## config.mk

```make
export PLATFORM = sky130hd
export DESIGN_NAME = apc_mul
export DESIGN_NICKNAME = d
export VERILOG_FILES = /design/src/rtl/core/apc_pkg.sv /design/src/rtl/core/apc_mul.sv
export SDC_FILE = /design/constraint.sdc
export NUM_CORES = 2
export LEC_CHECK = 0
export BUFFER_PORTS_ARGS = -buffer_cell sky130_fd_sc_hd__buf_2
export CORE_ASPECT_RATIO = 1.4
export CORE_MARGIN = 1.5
export CORE_UTILIZATION = 35
export CTS_BUF_LIST = sky130_fd_sc_hd__clkbuf_8
export DETAILED_ROUTE_END_ITERATION = 12
export GPL_ROUTABILITY_DRIVEN = 0
export PLACE_DENSITY = 0.51
export SLEW_MARGIN = 20
export SYNTH_ARGS = -nofsm -noshare
export SYNTH_HDL_FRONTEND = slang
export SYNTH_SLANG_ARGS = --single-unit
export TNS_END_PERCENT = 10
```

## constraint.sdc

```tcl
create_clock -name clk -period 16.7 [get_ports clk]
set_input_delay 0.835 -clock clk [delete_from_list [all_inputs] [get_ports clk]]
set_output_delay 0.835 -clock clk [all_outputs]
set_load 0.03 [all_outputs]
```

## src/rtl/core/apc_pkg.sv

```systemverilog
// Shared types and constants for the axis PID controller.
// No dependencies; imported by apc_mul, apc_div, the top level, the checker and the testbench.
`default_nettype none

package apc_pkg;

  // Q16.16 data word
  localparam int Q_W = 32;
  localparam logic signed [Q_W-1:0] Q_MAX = 32'sh7FFF_FFFF;
  localparam logic signed [Q_W-1:0] Q_MIN = 32'sh8000_0000;

  // shared multiplier: signed operands, magnitude product
  localparam int OP_W   = 34;
  localparam int MAG_W  = 33;
  localparam int PROD_W = 2 * MAG_W;

  // derivative divide: dividend bits, sample period bits, reciprocal accumulator bits
  localparam int DIVD_W = 48;
  localparam int DIVS_W = 16;
  localparam int DACC_W = 79;

  // measurement scale factors 0.95 and 1.05 in Q16.16
  localparam logic [16:0] SCALE_LOW  = 17'd62259;
  localparam logic [16:0] SCALE_HIGH = 17'd68813;

  // period used when the sample period is given as zero
  localparam int FALLBACK_PERIOD = 3000;

  // integrator increment magnitude limit, 2^40
  localparam int INC_W   = 57;
  localparam int INCM_W  = 41;
  localparam logic [INCM_W-1:0] INC_LIMIT = 41'h100_0000_0000;

  // configuration register indexes
  localparam int CFG_IDX_W = 3;
  localparam logic [CFG_IDX_W-1:0] REG_AXIS_MODE  = 3'd0;
  localparam logic [CFG_IDX_W-1:0] REG_PROP_GAIN  = 3'd1;
  localparam logic [CFG_IDX_W-1:0] REG_INT_GAIN   = 3'd2;
  localparam logic [CFG_IDX_W-1:0] REG_DERIV_GAIN = 3'd3;
  localparam logic [CFG_IDX_W-1:0] REG_INTEG_MIN  = 3'd4;
  localparam logic [CFG_IDX_W-1:0] REG_INTEG_MAX  = 3'd5;
  localparam logic [CFG_IDX_W-1:0] REG_DRIVE_MIN  = 3'd6;
  localparam logic [CFG_IDX_W-1:0] REG_DRIVE_MAX  = 3'd7;

  // axis modes
  localparam logic MODE_ROLL  = 1'b0;
  localparam logic MODE_PITCH = 1'b1;

  // multiplier result: product magnitude plus sign
  typedef struct packed {
    logic              neg;
    logic [PROD_W-1:0] mag;
  } mul_res_t;

endpackage

`default_nettype wire

```

## src/rtl/core/apc_mul.sv

```systemverilog
// Shared two-stage sign-magnitude multiplier for the PID sequencer.
// Depends on apc_pkg. Operands registered, then product registered.
`default_nettype none

module apc_mul
  import apc_pkg::*;
(
  input  wire logic                   clk,
  input  wire logic signed [OP_W-1:0] op_a,
  input  wire logic signed [OP_W-1:0] op_b,
  output mul_res_t                    res
);

  logic [OP_W-1:0]  a_neg_v;
  logic [OP_W-1:0]  b_neg_v;
  logic [MAG_W-1:0] a_mag;
  logic [MAG_W-1:0] b_mag;
  logic [MAG_W-1:0] a_q;
  logic [MAG_W-1:0] b_q;
  logic             neg_q;
  mul_res_t         res_q;

  // operand magnitudes
  assign a_neg_v = -op_a;
  assign b_neg_v = -op_b;
  assign a_mag   = op_a[OP_W-1] ? a_neg_v[MAG_W-1:0] : op_a[MAG_W-1:0];
  assign b_mag   = op_b[OP_W-1] ? b_neg_v[MAG_W-1:0] : op_b[MAG_W-1:0];

  // stage 1: magnitudes and sign
  always_ff @(posedge clk) begin
    a_q   <= a_mag;
    b_q   <= b_mag;
    neg_q <= op_a[OP_W-1] ^ op_b[OP_W-1];
  end

  // stage 2: product
  always_ff @(posedge clk) begin
    res_q.mag <= PROD_W'(a_q) * PROD_W'(b_q);
    res_q.neg <= neg_q;
  end

  assign res = res_q;

endmodule

`default_nettype wire

```

==> After elaboration in Yosys (flattened, before gate mapping) <==
Cells that the tools add are included.
{ "op_classes": {"addsub": 2, "mul": 1, "div_mod_pow": 0, "n_lt_le_gt_ge": 0, "n_eq_ne": 0, "n_shift": 0, "muxes": 2, "bitwise_logic": 1, "n_reduce_logical": 0} }
{ "op_table": {"columns": ["cell", "count"], "rows": [
  ["33-bit by 33-bit multiplier with 66-bit output", 1],
  ["33-bit two-way mux", 2],
  ["33-bit negator", 2],
  ["1-bit XOR", 1]
]} }
{ "totals": {"reg_bits": 134, "latchBits": 0, "ram_bits": 0, "romBits": 0, "inputBits": 69, "out_inout_bits": 67, "wordCells": 11, "mem_count": 0} }

==> Depth between registers and ports, before layout <==
{ "logic_depth": {"word_depth": 2, "ltp_mapped": 29, "ltp_nobuf": 27} }

==> Least setup slack after synthesis <==
Ideal clock, no wire load.
{ "synth_path": {"path_type": "flip-flop to flip-flop", "from": "register b_q[0]", "to": "register res_q (netlist bit res[60])", "setup_ns": 0.072, "arrival_ns": 7.210, "required_time_ns": 16.628, "slack_ns": 9.418, "stages_incl_launch_ff": 26, "path_buffers": 2, "synth_period_minus_slack_ns": 7.282, "path_cell_list": "dfxtp_1 > clkbuf_1 > and2_1 > fa_1 > inv_1 > fa_1 > inv_1 > fa_1 > inv_1 > fa_1 > fa_1 > fa_1 > fa_1 > fa_1 > inv_1 > ha_1 > clkbuf_1 > and3_1 > nand4_1 > or4_1 > nand3_1 > a31o_2 > a21oi_1 > o31a_1 > o31ai_1 > xor2_1"} }
{ "synth_via": {"elab_chain_cells": 1} }
{ "synth_rtl": {"columns": ["item", "line_no", "source"], "rows": [
  ["start, declared", "apc_mul.sv:19", "logic [MAG_W-1:0] b_q;"],
  ["start signal, assigned", "apc_mul.sv:32", "b_q <= b_mag;"],
  ["33-bit by 33-bit multiplier with 66-bit output", "apc_mul.sv:38", "res_q.mag <= PROD_W'(a_q) * PROD_W'(b_q);"],
  ["end, declared", "apc_mul.sv:21", "mul_res_t res_q;"]
]} }
No other way between the ends.

==> Worst setup path after layout <==
{ "layout_path": {"from": "register b_q[13]", "to": "register res_q (netlist bit res[63])"} }
Same word-level chain as after synthesis.

==> impl_metrics.yaml <==
floorplan:
  die_y_um: 401
  ios: 136
  fp.dieArea_um2: 115000
  chipWidth_um: 287
  rows: 145
  initial_core_util: 0.354
  core_area_um2: 112000
detailed_routing:
  drt_wl_total_mm: 124
  ant_nets: 0
  wl_per_cell_um: 21.4
  dr.pass1.iters: 5
  drt_first_iter_violations: 1394
  vias: 28751
  via_per_inst: 4.94
  route.detailed.drc: 0
timing:
  final.setup.tns_ps: 0
  post-route-min-period_ps: 9280
  worst-slew-pin-transition_ps: 1060
  fin_skew_ps: 45.4
  rsz0062_at_grt: "no"
  slew_headroom: 0.293
  setup_viol: 0
  drv_slew: 0
  finalHoldViolCount: 0
  post-route-period-util: 0.555
  fmax_ghz: 0.108
worst_setup_path:
  crit_family: "adder cells"
  cpPeakStageDelay_ps: 900
  reg2reg_from: "b_q[13]"
  path_cells: "nand2_1 -> fa_1 -> fa_1 -> inv_1 -> fa_1 -> inv_1 -> fa_1 -> inv_1 -> fa_1 -> fa_1 -> fa_1 -> ha_1 -> ha_1 -> inv_1 -> nor3_1 -> nand2_1 -> nor3_1 -> nand2_1 -> a21oi_1 -> nor2_1 -> o2111a_1 -> a2111oi_0"
  critPathMaxFanout: 33
  reg2reg_depth: 22
  crit_top_cell: "fa_1"
  required_ps: 17140
  crit_buf_inv: 4
  crit_type: "reg2reg"
  start_kind: "register"
  end_kind: "register"
  regToRegSetupSlack_ps: 7420
  rr_endpoint: "res[63]"
  cp_slowest_cell: "dfxtp_2"
  cp.arrival_ps: 9720
hold_path:
  min_path_type: "reg2reg"
  min_from: "neg_q"
  holdPathEnd: "res[66]"
  holdPathStages: 0
grt:
  grt_pass1_vias: 32145
  grt.total_usage: 0.226
  grt_max_degree: 35
  grt.overflow.total: 0
  grt_pass1_wl_mm: 193
  antenna_found_initial: 8
  grt_util_met1: 0.251
  grtUsageMet2: 0.426
  busiest_layer: "met2"
  use_met3: 0.0247
synth:
  ys_warn_count: 0
  syn_nets: 5646
  ys_seq_elements: 134
  synth-main-ff-cell: "dfxtp_1"
  avgSynthCellArea_um2: 9.08
  ys_types: 61
  synth_largest_area_cell: "fa_1"
  ys_top_cells_by_area: "fa_1 49%, inv_1 10%, and2_1 8.9%"
  syn_area_um2: 39500
  synth_seq_area_share: 0.0679
  synth_edf_count: 0
  synth_top_area_share: 0.485
  netlist_instances: 4352
  synthArstFlopShare: 0
final_layout:
  final_cells: 5815
  final_common_cell: "inv_1"
  fill_cells: 11607
  area_delta_synth_final_pct: 6.32
  drive_gt1_frac: 0.0647
  nets: 5622
  mostFrequentLayoutCells: "1062 x inv_1, 958 x fa_1, 599 x nand2_1"
outcome:
  status: "completed"
clocking:
  cts_made_buffers: 17
  ctsHoldBuffers: 0
  cts_tree: "yes"
  cts_sinks: 134
  clk_pin_slew_worst_paths_ps: 90
  cts-root-buf: "clkbuf_8"
  postCtsSetupRepairBufs: 0
  clk_latency_ps: 600
  ctsResizeCount: 0
  htreeDepth: 4
  cts_buffer_depth: 2
placement:
  portBuffers: 135
  dp_hpwl_mm: 94.4
  placed_cells: 5779
run:
  max_cap_viol_count: 0
## cells in the mapped netlist, drive strengths merged (15+ instances only)
cell / count
a21o: 30
a21oi: 83
and2: 564
clkbuf: 232
dfxtp: 134
fa: 958
ha: 267
inv: 1061
nand2: 599
nand3: 18
nand4: 17
nor2: 27
o21ai: 68
o21bai: 15
o31ai: 20
or3: 17
xnor2: 93
xor2: 30
## flip-flops by register name, indices dropped and copies added (netlist names)
| signal | flops |
|---|---|
| b_q | 33 |
| a_q | 33 |
| neg_q | 1 |
| res | 67 |
## worst reg2reg max path, delay by kind of cell, from the launching register on
kind | cells | cell delay [ps]
AOI/OAI and AO/OA | 3 | 1140
DFF | 1 | 900
adders and majority gates | 9 | 4180
buffers and inverters | 4 | 300
and+or+nand+nor | 6 | 2620
## area by class of cell
cell class	instances	area, um^2	area share
multi-input combinational	2924	32000	0.761
inverter	1061	3980	0.0948
sequential	134	2730	0.0649
tap	1470	1840	0.0438
timing repair buffer	190	1090	0.0259
clock buffer	17	234	0.00557
clock inverter	14	153	0.00363
antenna	5	12.5	0.000298
## per-layer routing
layer | routed length (um) | up-vias
met5 | 0 | -
met4 | 6630 | 0
met3 | 4710 | 261
met2 | 67700 | 755
met1 | 45200 | 15188
li1 | - | 12547
## kinds of logic after synthesis
kind of cell	synth area share
compound gates	0.0447
xor+xnor	0.0273
fa+ha+maj	0.570
buf+inv	0.123
flops	0.0679
mux	0.000253
simple gates	0.167
## metrics by stage
step                       util  hold WS (ps)  setup slack, ps  cell area, um^2
after global routing      0.376           351             7000            42000
after floorplan               -           310             9420            39500
after CTS                 0.376           341             7200            42000
after global placement    0.372           312             7190            41600
final                     0.376           337             7420            42000
after detailed placement  0.372           322             7270            41600
## how the worst max path moves through the flow
stage,to,cells past startpoint,slack [ps],startpoint
after CTS,res[63],22,7200,b_q[19]
after floorplan,res[60],25,9420,b_q[0]
final,res[63],22,7420,b_q[13]
after global placement,res[63],22,7190,b_q[12]
after detailed placement,res[63],22,7270,b_q[19]
after global routing,res[63],22,7000,b_q[15]
Power is not shown: default switching activity piles up to over one toggle a cycle in this logic, so the estimate is an artifact.
