[config.mk]
export PLATFORM = sky130hd
export DESIGN_NAME = apc_div
export DESIGN_NICKNAME = d
export VERILOG_FILES = /design/src/rtl/core/apc_pkg.sv /design/src/rtl/core/apc_div.sv
export SDC_FILE = /design/constraint.sdc
export NUM_CORES = 1
export LEC_CHECK = 0
export BUFFER_PORTS_ARGS = -buffer_cell sky130_fd_sc_hd__buf_4
export CAP_MARGIN = 20
export CELL_PAD_IN_SITES_DETAIL_PLACEMENT = 1
export CELL_PAD_IN_SITES_GLOBAL_PLACEMENT = 2
export CORE_ASPECT_RATIO = 0.8
export CORE_MARGIN = 4
export CORE_UTILIZATION = 35
export DETAILED_ROUTE_END_ITERATION = 6
export PLACE_DENSITY_LB_ADDON = 0.1
export SKIP_CTS_REPAIR_TIMING = 1
export SLEW_MARGIN = 20
export SYNTH_ARGS = -nofsm -noshare
export SYNTH_HDL_FRONTEND = slang
export SYNTH_SLANG_ARGS = --single-unit
export TNS_END_PERCENT = 30
[constraint.sdc]
create_clock -name clk -period 4.45 [get_ports clk]
set_clock_uncertainty 0.05 [all_clocks]
set_input_delay 0.2225 -clock clk [delete_from_list [all_inputs] [get_ports clk]]
set_output_delay 0.2225 -clock clk [all_outputs]
set_load 0.05 [all_outputs]
[src/rtl/core/apc_pkg.sv]
// Shared types and constants for the axis PID controller.
// No dependencies; imported by apc_mul, apc_div, the top level, the checker and the testbench.
`default_nettype none

package apc_pkg;

  // Q16.16 data word
  localparam int Q_W = 32;
  localparam logic signed [Q_W-1:0] Q_MAX = 32'sh7FFF_FFFF;
  localparam logic signed [Q_W-1:0] Q_MIN = 32'sh8000_0000;

  // shared multiplier: signed operands, magnitude product
  localparam int OP_W   = 34;
  localparam int MAG_W  = 33;
  localparam int PROD_W = 2 * MAG_W;

  // derivative divide: dividend bits, sample period bits, reciprocal accumulator bits
  localparam int DIVD_W = 48;
  localparam int DIVS_W = 16;
  localparam int DACC_W = 79;

  // measurement scale factors 0.95 and 1.05 in Q16.16
  localparam logic [16:0] SCALE_LOW  = 17'd62259;
  localparam logic [16:0] SCALE_HIGH = 17'd68813;

  // period used when the sample period is given as zero
  localparam int FALLBACK_PERIOD = 3000;

  // integrator increment magnitude limit, 2^40
  localparam int INC_W   = 57;
  localparam int INCM_W  = 41;
  localparam logic [INCM_W-1:0] INC_LIMIT = 41'h100_0000_0000;

  // configuration register indexes
  localparam int CFG_IDX_W = 3;
  localparam logic [CFG_IDX_W-1:0] REG_AXIS_MODE  = 3'd0;
  localparam logic [CFG_IDX_W-1:0] REG_PROP_GAIN  = 3'd1;
  localparam logic [CFG_IDX_W-1:0] REG_INT_GAIN   = 3'd2;
  localparam logic [CFG_IDX_W-1:0] REG_DERIV_GAIN = 3'd3;
  localparam logic [CFG_IDX_W-1:0] REG_INTEG_MIN  = 3'd4;
  localparam logic [CFG_IDX_W-1:0] REG_INTEG_MAX  = 3'd5;
  localparam logic [CFG_IDX_W-1:0] REG_DRIVE_MIN  = 3'd6;
  localparam logic [CFG_IDX_W-1:0] REG_DRIVE_MAX  = 3'd7;

  // axis modes
  localparam logic MODE_ROLL  = 1'b0;
  localparam logic MODE_PITCH = 1'b1;

  // multiplier result: product magnitude plus sign
  typedef struct packed {
    logic              neg;
    logic [PROD_W-1:0] mag;
  } mul_res_t;

endpackage

`default_nettype wire

[src/rtl/core/apc_div.sv]
// Reciprocal accumulator for the derivative divide by the sample period.
// Depends on apc_pkg. Sums the four partial products of dividend times ceil(2^63 / T).
`default_nettype none

module apc_div
  import apc_pkg::*;
(
  input  wire logic              clk,
  input  wire logic              load,
  input  wire logic              add,
  input  wire logic              add_hi,
  input  wire logic [PROD_W-1:0] part,
  output logic [DIVD_W-1:0]      quotient
);

  logic [DACC_W-1:0] acc_q;
  logic [DACC_W-1:0] addend;

  // high-by-high partial product sits 32 bits up
  assign addend = add_hi ? {part[DACC_W-33:0], 32'd0} : DACC_W'(part);

  // accumulator holds the full product shifted down by 32
  always_ff @(posedge clk) begin
    if (load) begin
      acc_q <= DACC_W'(part[63:32]);
    end else if (add) begin
      acc_q <= acc_q + addend;
    end
  end

  // the remaining 31 bits of the 2^63 scaling
  assign quotient = acc_q[DACC_W-1:DACC_W-DIVD_W];

endmodule

`default_nettype wire

Word-level counts from Yosys, hierarchy flattened. Index checks and enable logic that the tools add are counted.

Add/sub/neg operators: 1. Multiplexer cells: 3. Reductions and logical operators: 1.

Operators with widths (count): $add A79 B79 Y79 (1); $mux W79 (1); $mux W32 (2); $reduce_bool A2 Y1 (1).

Register bits: 79. Input bits: 70. Output and inout bits: 48. Logic and storage cells: 7.

Longest topological paths before layout.
Depth in word-level cells: 4. Mapped depth: 18. Mapped depth without buffers: 15.

Least setup slack after synthesis. Ideal clock, no wire load.

Kind: input -> register. Start: input port add_hi. End: register acc_q[65]. Setup time: 0.117 ns. Arrival: 3.966 ns. Required time: 4.283 ns. Setup slack: 0.317 ns. Cell stages on the path: 17. Buffers on the path: 4. Cell sequence: clkbuf_1 -> clkbuf_1 -> nor2b_1 -> ha_1 -> buf_2 -> nand4_1 -> or4_1 -> a2111oi_2 -> a211oi_1 -> a2111o_1 -> a2111oi_2 -> or4b_1 -> buf_4 -> o21ai_2 -> a211oi_1 -> o21ai_1 -> a32o_1.

Cells in the longest elaborated chain, start to end: 2.

RTL lines: start: declaration (line apc_div.sv:11) `input wire logic add_hi,`; $mux W79 (line apc_div.sv:20) `assign addend = add_hi ? {part[DACC_W-33:0], 32'd0} : DACC_W'(part);`; $add A79 B79 Y79 (line apc_div.sv:27) `acc_q <= acc_q + addend;`; end signal: assignment (line apc_div.sv:25) `acc_q <= DACC_W'(part[63:32]);`; end signal: assignment (line apc_div.sv:27); end: declaration (line apc_div.sv:16) `logic [DACC_W-1:0] acc_q;`.

Every way passes these cells. A chain may end at the register's enable or synchronous reset.

Worst setup path after layout.
Start: register acc_q[12]. End: register acc_q[65].

Cells in the longest elaborated chain, start to end: 1.

RTL lines (line): $add A79 B79 Y79 (apc_div.sv:27).

Every way passes these cells.

==> qor.tcl <==
set qor(report.final.setup_viol) 0
set qor(synth_simple_gate_area_share_pct) 20.30
set qor(route.antenna.remaining_nets) 0
set qor(totalNegativeSetupSlack_ns) 0
set qor(drive_above_1_share_pct) 18.66
set qor(critical_path_required_ns) 4.66
set qor(grt_start_max_net_pins) 94
set qor(routability_congestion_estimate_from_global_placement) 0.8688
set qor(sequential_cell_area_sq_um) 1902
set qor(tritoncts.num_buffers) 9
set qor(die_ht_um) 148.7
set qor(worst-r2r-setup-slack_ns) 0.37
set qor(netlist_area_sq_um) 8658
set qor(min-delay-start) {part[48]}
set qor(clk-insertion-delay-late_ns) 0.37
set qor(synth_top_area_share_pct) 11.27
set qor(min-delay-path-class) {input port to flop}
set qor(yosys_register_bits) 79
set qor(timing.hold.worst_path_depth) 3
set qor(cts.root.buffer_cell) {sky130_fd_sc_hd__clkbuf_16}
set qor(power.switching_mw) 2.017
set qor(layout_worst_path_cycle_share_pct) 91.75
set qor(placement_rows) 51
set qor(critical_path.top_delay_family) {compound AO/OA/AOI/OAI gates}
set qor(ios) 118
set qor(slew_viol_final) 0
set qor(drc_marker_count_from_the_first_detailed_route_iteration) 521
set qor(post_synthesis_adder_cell_area_fraction_pct) 11.50
set qor(power_frac_clock_pct) 20.6
set qor(rsz0062_at_grt) {false}
set qor(flow.area_growth_from_synthesis_pct) 15.56
set qor(global_route.overflow_total) 0
set qor(clk_path_buf_depth) 2
set qor(floorplan.initialDensity_pct) 35.61
set qor(registers_with_the_highest_flip_flop_counts) {acc_q x79}
set qor(synthMuxAreaShare_pct) 6.879
set qor(power.density_cell_area_nw_per_um2) 436.9
set qor(relSlewSlack_pct) 40.57
set qor(total_number_of_nets_in_the_final_design) 1323
set qor(post_layout_minimum_cycle_time_ns) 4.083
set qor(reg2reg_to) {acc_q[65]}
set qor(crit_path_cell_chain) {ha_1 -> nand4_1 -> or4_1 -> a2111oi_2 -> a211oi_1 -> a2111o_1 -> a2111oi_2 -> or4b_1 -> o21ai_2 -> a211oi_1 -> o21ai_1 -> a32o_1}
set qor(endpoint_kind) {flop}
set qor(critical_path.startpoint_type) {flop}
set qor(chipWidth_um) 183.8
set qor(synthArstFlopShare_pct) 0
set qor(antennaDiodeCount) 0
set qor(number_of_flip_flops_under_the_largest_register_name) 79
set qor(crit-reg2reg-launch) {acc_q[12]}
set qor(postSynthNetCount) 1264
set qor(data_arrival_time_of_the_worst_path_ns) 4.29
set qor(place.detailed.hpwl_um) 26450
set qor(criticalPathCategory) {flop to flop}
set qor(detail_route.drc_violations) 0
set qor(critical_path.n_buffers_inverters) 0
set qor(layout_setup_ws_ns) 0.3670
set qor(grt_first_pass_wirelength_um) 50020
set qor(worst_hold_slack_ns) 0.09787
set qor(cp_slowest_cell) {sky130_fd_sc_hd__or4_1}
set qor(design.core.area_sq_um) 24310
set qor(regMostFlops) {acc_q}
set qor(multi_input_comb_area_sq_um) 6086
set qor(worst_vdd_rail_ir_drop_v) 0.0002512
set qor(post_drt_via_cell_ratio) 5.582
set qor(route.vias.total) 8357
set qor(transition_time_at_the_pin_with_the_least_slew_margin_ns) 0.8915
set qor(wl_um) 32840
set qor(timing.critical_path.slowest_cell_delay_ns) 0.51
set qor(postSynthAreaPerCell_sq_um) 7.765
set qor(synth_xor_area_share_pct) 6.575
set qor(synthesis.instances) 1115
set qor(grt_antenna_before_repair) 0
set qor(worstRegToRegCells) 12
set qor(hold_viol) 0
set qor(drv.max_cap_violation_count) 0
set qor(timing.hold.worst_endpoint) {acc_q[16]}
set qor(intPower_mw) 2.354
set qor(nFillCells) 2946
set qor(drt_first_pass_iters) 5
set qor(place_ws_ns) -0.01398
set qor(synthDistinctLibCells) 64
set qor(mostFrequentLayoutCell) {sky130_fd_sc_hd__buf_4}
set qor(power_frac_comb_pct) 55.9
set qor(highest_fanout_seen_on_the_critical_path) 5
set qor(synth-compound-area-share_pct) 24.96
set qor(yosysSeqAreaShare_pct) 21.97
set qor(maxClockFrequency_mhz) 244.9
set qor(cts.reportedPaths.clkPinSlew_ns) 0.07
set qor(p_sw_share_pct) 46.14
set qor(detail_route.wl_per_cell_um) 21.94
set qor(die-area_sq_um) 27330
set qor(synth_top_family_by_area) {compound AO/OA/AOI/OAI gates}
set qor(tritoncts) {yes}
set qor(cts.htree.levels) 3
set qor(yosysWarnings) 0
set qor(first_global_vias) 8262
set qor(seq_power_share_pct) 23.4
set qor(synth_area_leader_cell) {sky130_fd_sc_hd__ha_1}
set qor(globalRouteTotalUtil_pct) 23.74
set qor(status) {completed}
set qor(layout.cells.most_common_list) {sky130_fd_sc_hd__buf_4, sky130_fd_sc_hd__nand2_1, sky130_fd_sc_hd__a21oi_1, sky130_fd_sc_hd__o21ai_0, sky130_fd_sc_hd__ha_1}
set qor(synth_edf_count) 32
set qor(cts.sink_count) 79
set qor(synthTopCellsByArea) {sky130_fd_sc_hd__ha_1, sky130_fd_sc_hd__edfxtp_1, sky130_fd_sc_hd__dfxtp_1}
set qor(synth_ff_type) {sky130_fd_sc_hd__dfxtp_1}
set qor(p_leak_nw) 4.423
set qor(buffer_ports.inserted) 117
-- power by group through the flow --
stage,sequential [mW],clock [mW],combinational (mW)
after floorplan,0.992,0,1.79
after global placement,1.04,0,2.41
after detailed placement,1.04,0,2.41
after CTS,1.03,0.924,2.43
after global routing,1.04,0.949,2.66
final,1.02,0.902,2.45
-- per-stage QoR --
step	util (%)	std cells	area (sq um)	power [mW]
floorplan	-	1115	8658	2.779
global placement	39.75	1481	9664	3.445
detailed placement	39.75	1481	9664	3.455
CTS	41.14	1497	10000	4.384
global route	41.16	1497	10010	4.653
finish	41.16	1497	10010	4.371
-- worst reg2reg max path, delay by kind of cell (launching register included) --
| family | cells | cell delay (ns) |
|---|---|---|
| AO/OA/AOI/OAI | 8 | 2.14 |
| adder cells (fa/ha/maj) | 1 | 0.38 |
| flip-flops | 1 | 0.38 |
| AND/OR/NAND/NOR | 3 | 1.02 |
-- final cells by class --
cell class	instances	share of cell area, %
multi-input combinational	906	60.82
clock inverter	6	1.088
clock buffer	10	2.288
timing repair buffer	157	12.03
tap	318	3.977
sequential	79	19.01
inverter	21	0.7878
-- cell families after synthesis --
kind of cell / Yosys count
AOI/OAI and AO/OA: 345
xor gates and xnor gates: 65
adders and majority gates: 79
buffers and inverters: 130
DFF: 79
muxes: 55
and+or+nand+nor: 362
-- worst max path at each step --
| stage | slack (ns) | startpoint | depth (start not counted) | endpoint |
|---|---|---|---|---|
| 6_report | 0.37 | acc_q[12] | 12 | acc_q[65] |
| 5_1_grt | 0.08 | acc_q[12] | 12 | acc_q[65] |
| 4_1_cts | 0.33 | add_hi | 18 | acc_q[78] |
| 3_5_place_dp | -0.01 | add_hi | 18 | acc_q[78] |
| 3_3_place_gp | 0.15 | add_hi | 17 | acc_q[56] |
| 2_1_floorplan | 0.32 | add_hi | 17 | acc_q[65] |
-- synth_stat cells (3+ instances only) --
library cell and number:
sky130_fd_sc_hd__nand2_1 126, sky130_fd_sc_hd__a21oi_1 97, sky130_fd_sc_hd__o21ai_0 96, sky130_fd_sc_hd__ha_1 78
sky130_fd_sc_hd__nor2_1 67, sky130_fd_sc_hd__clkbuf_1 56, sky130_fd_sc_hd__buf_4 50, sky130_fd_sc_hd__dfxtp_1 47
sky130_fd_sc_hd__a21o_1 44, sky130_fd_sc_hd__nor2b_1 42, sky130_fd_sc_hd__mux2_2 36, sky130_fd_sc_hd__xor2_1 35
sky130_fd_sc_hd__edfxtp_1 32, sky130_fd_sc_hd__nand4_1 30, sky130_fd_sc_hd__xnor2_1 30, sky130_fd_sc_hd__nand3_1 22
sky130_fd_sc_hd__inv_1 19, sky130_fd_sc_hd__mux2i_1 19, sky130_fd_sc_hd__and2_1 18, sky130_fd_sc_hd__nand2b_1 18
sky130_fd_sc_hd__o21bai_1 16, sky130_fd_sc_hd__a31oi_1 14, sky130_fd_sc_hd__nor3_1 12, sky130_fd_sc_hd__o21a_1 11
sky130_fd_sc_hd__o31ai_1 9, sky130_fd_sc_hd__a211oi_1 8, sky130_fd_sc_hd__nor4_1 7, sky130_fd_sc_hd__or3_1 6
sky130_fd_sc_hd__o2111ai_1 4, sky130_fd_sc_hd__o211ai_1 4, sky130_fd_sc_hd__o21ai_1 4, sky130_fd_sc_hd__or4_1 4
sky130_fd_sc_hd__a2111o_1 3, sky130_fd_sc_hd__a211o_1 3, sky130_fd_sc_hd__a21boi_0 3, sky130_fd_sc_hd__a221o_1 3
sky130_fd_sc_hd__a221oi_1 3, sky130_fd_sc_hd__o22ai_1 3, sky130_fd_sc_hd__or2_2 3
-- per-layer routing --
metal	part of all wire (%)	wire, um	track usage [%]
met5	0	0	0
met4	1.1	350	4.250
met3	4.6	1503	3.765
met2	41	13490	34.35
met1	53	17500	37.20
(Power assumes the default switching activity.)
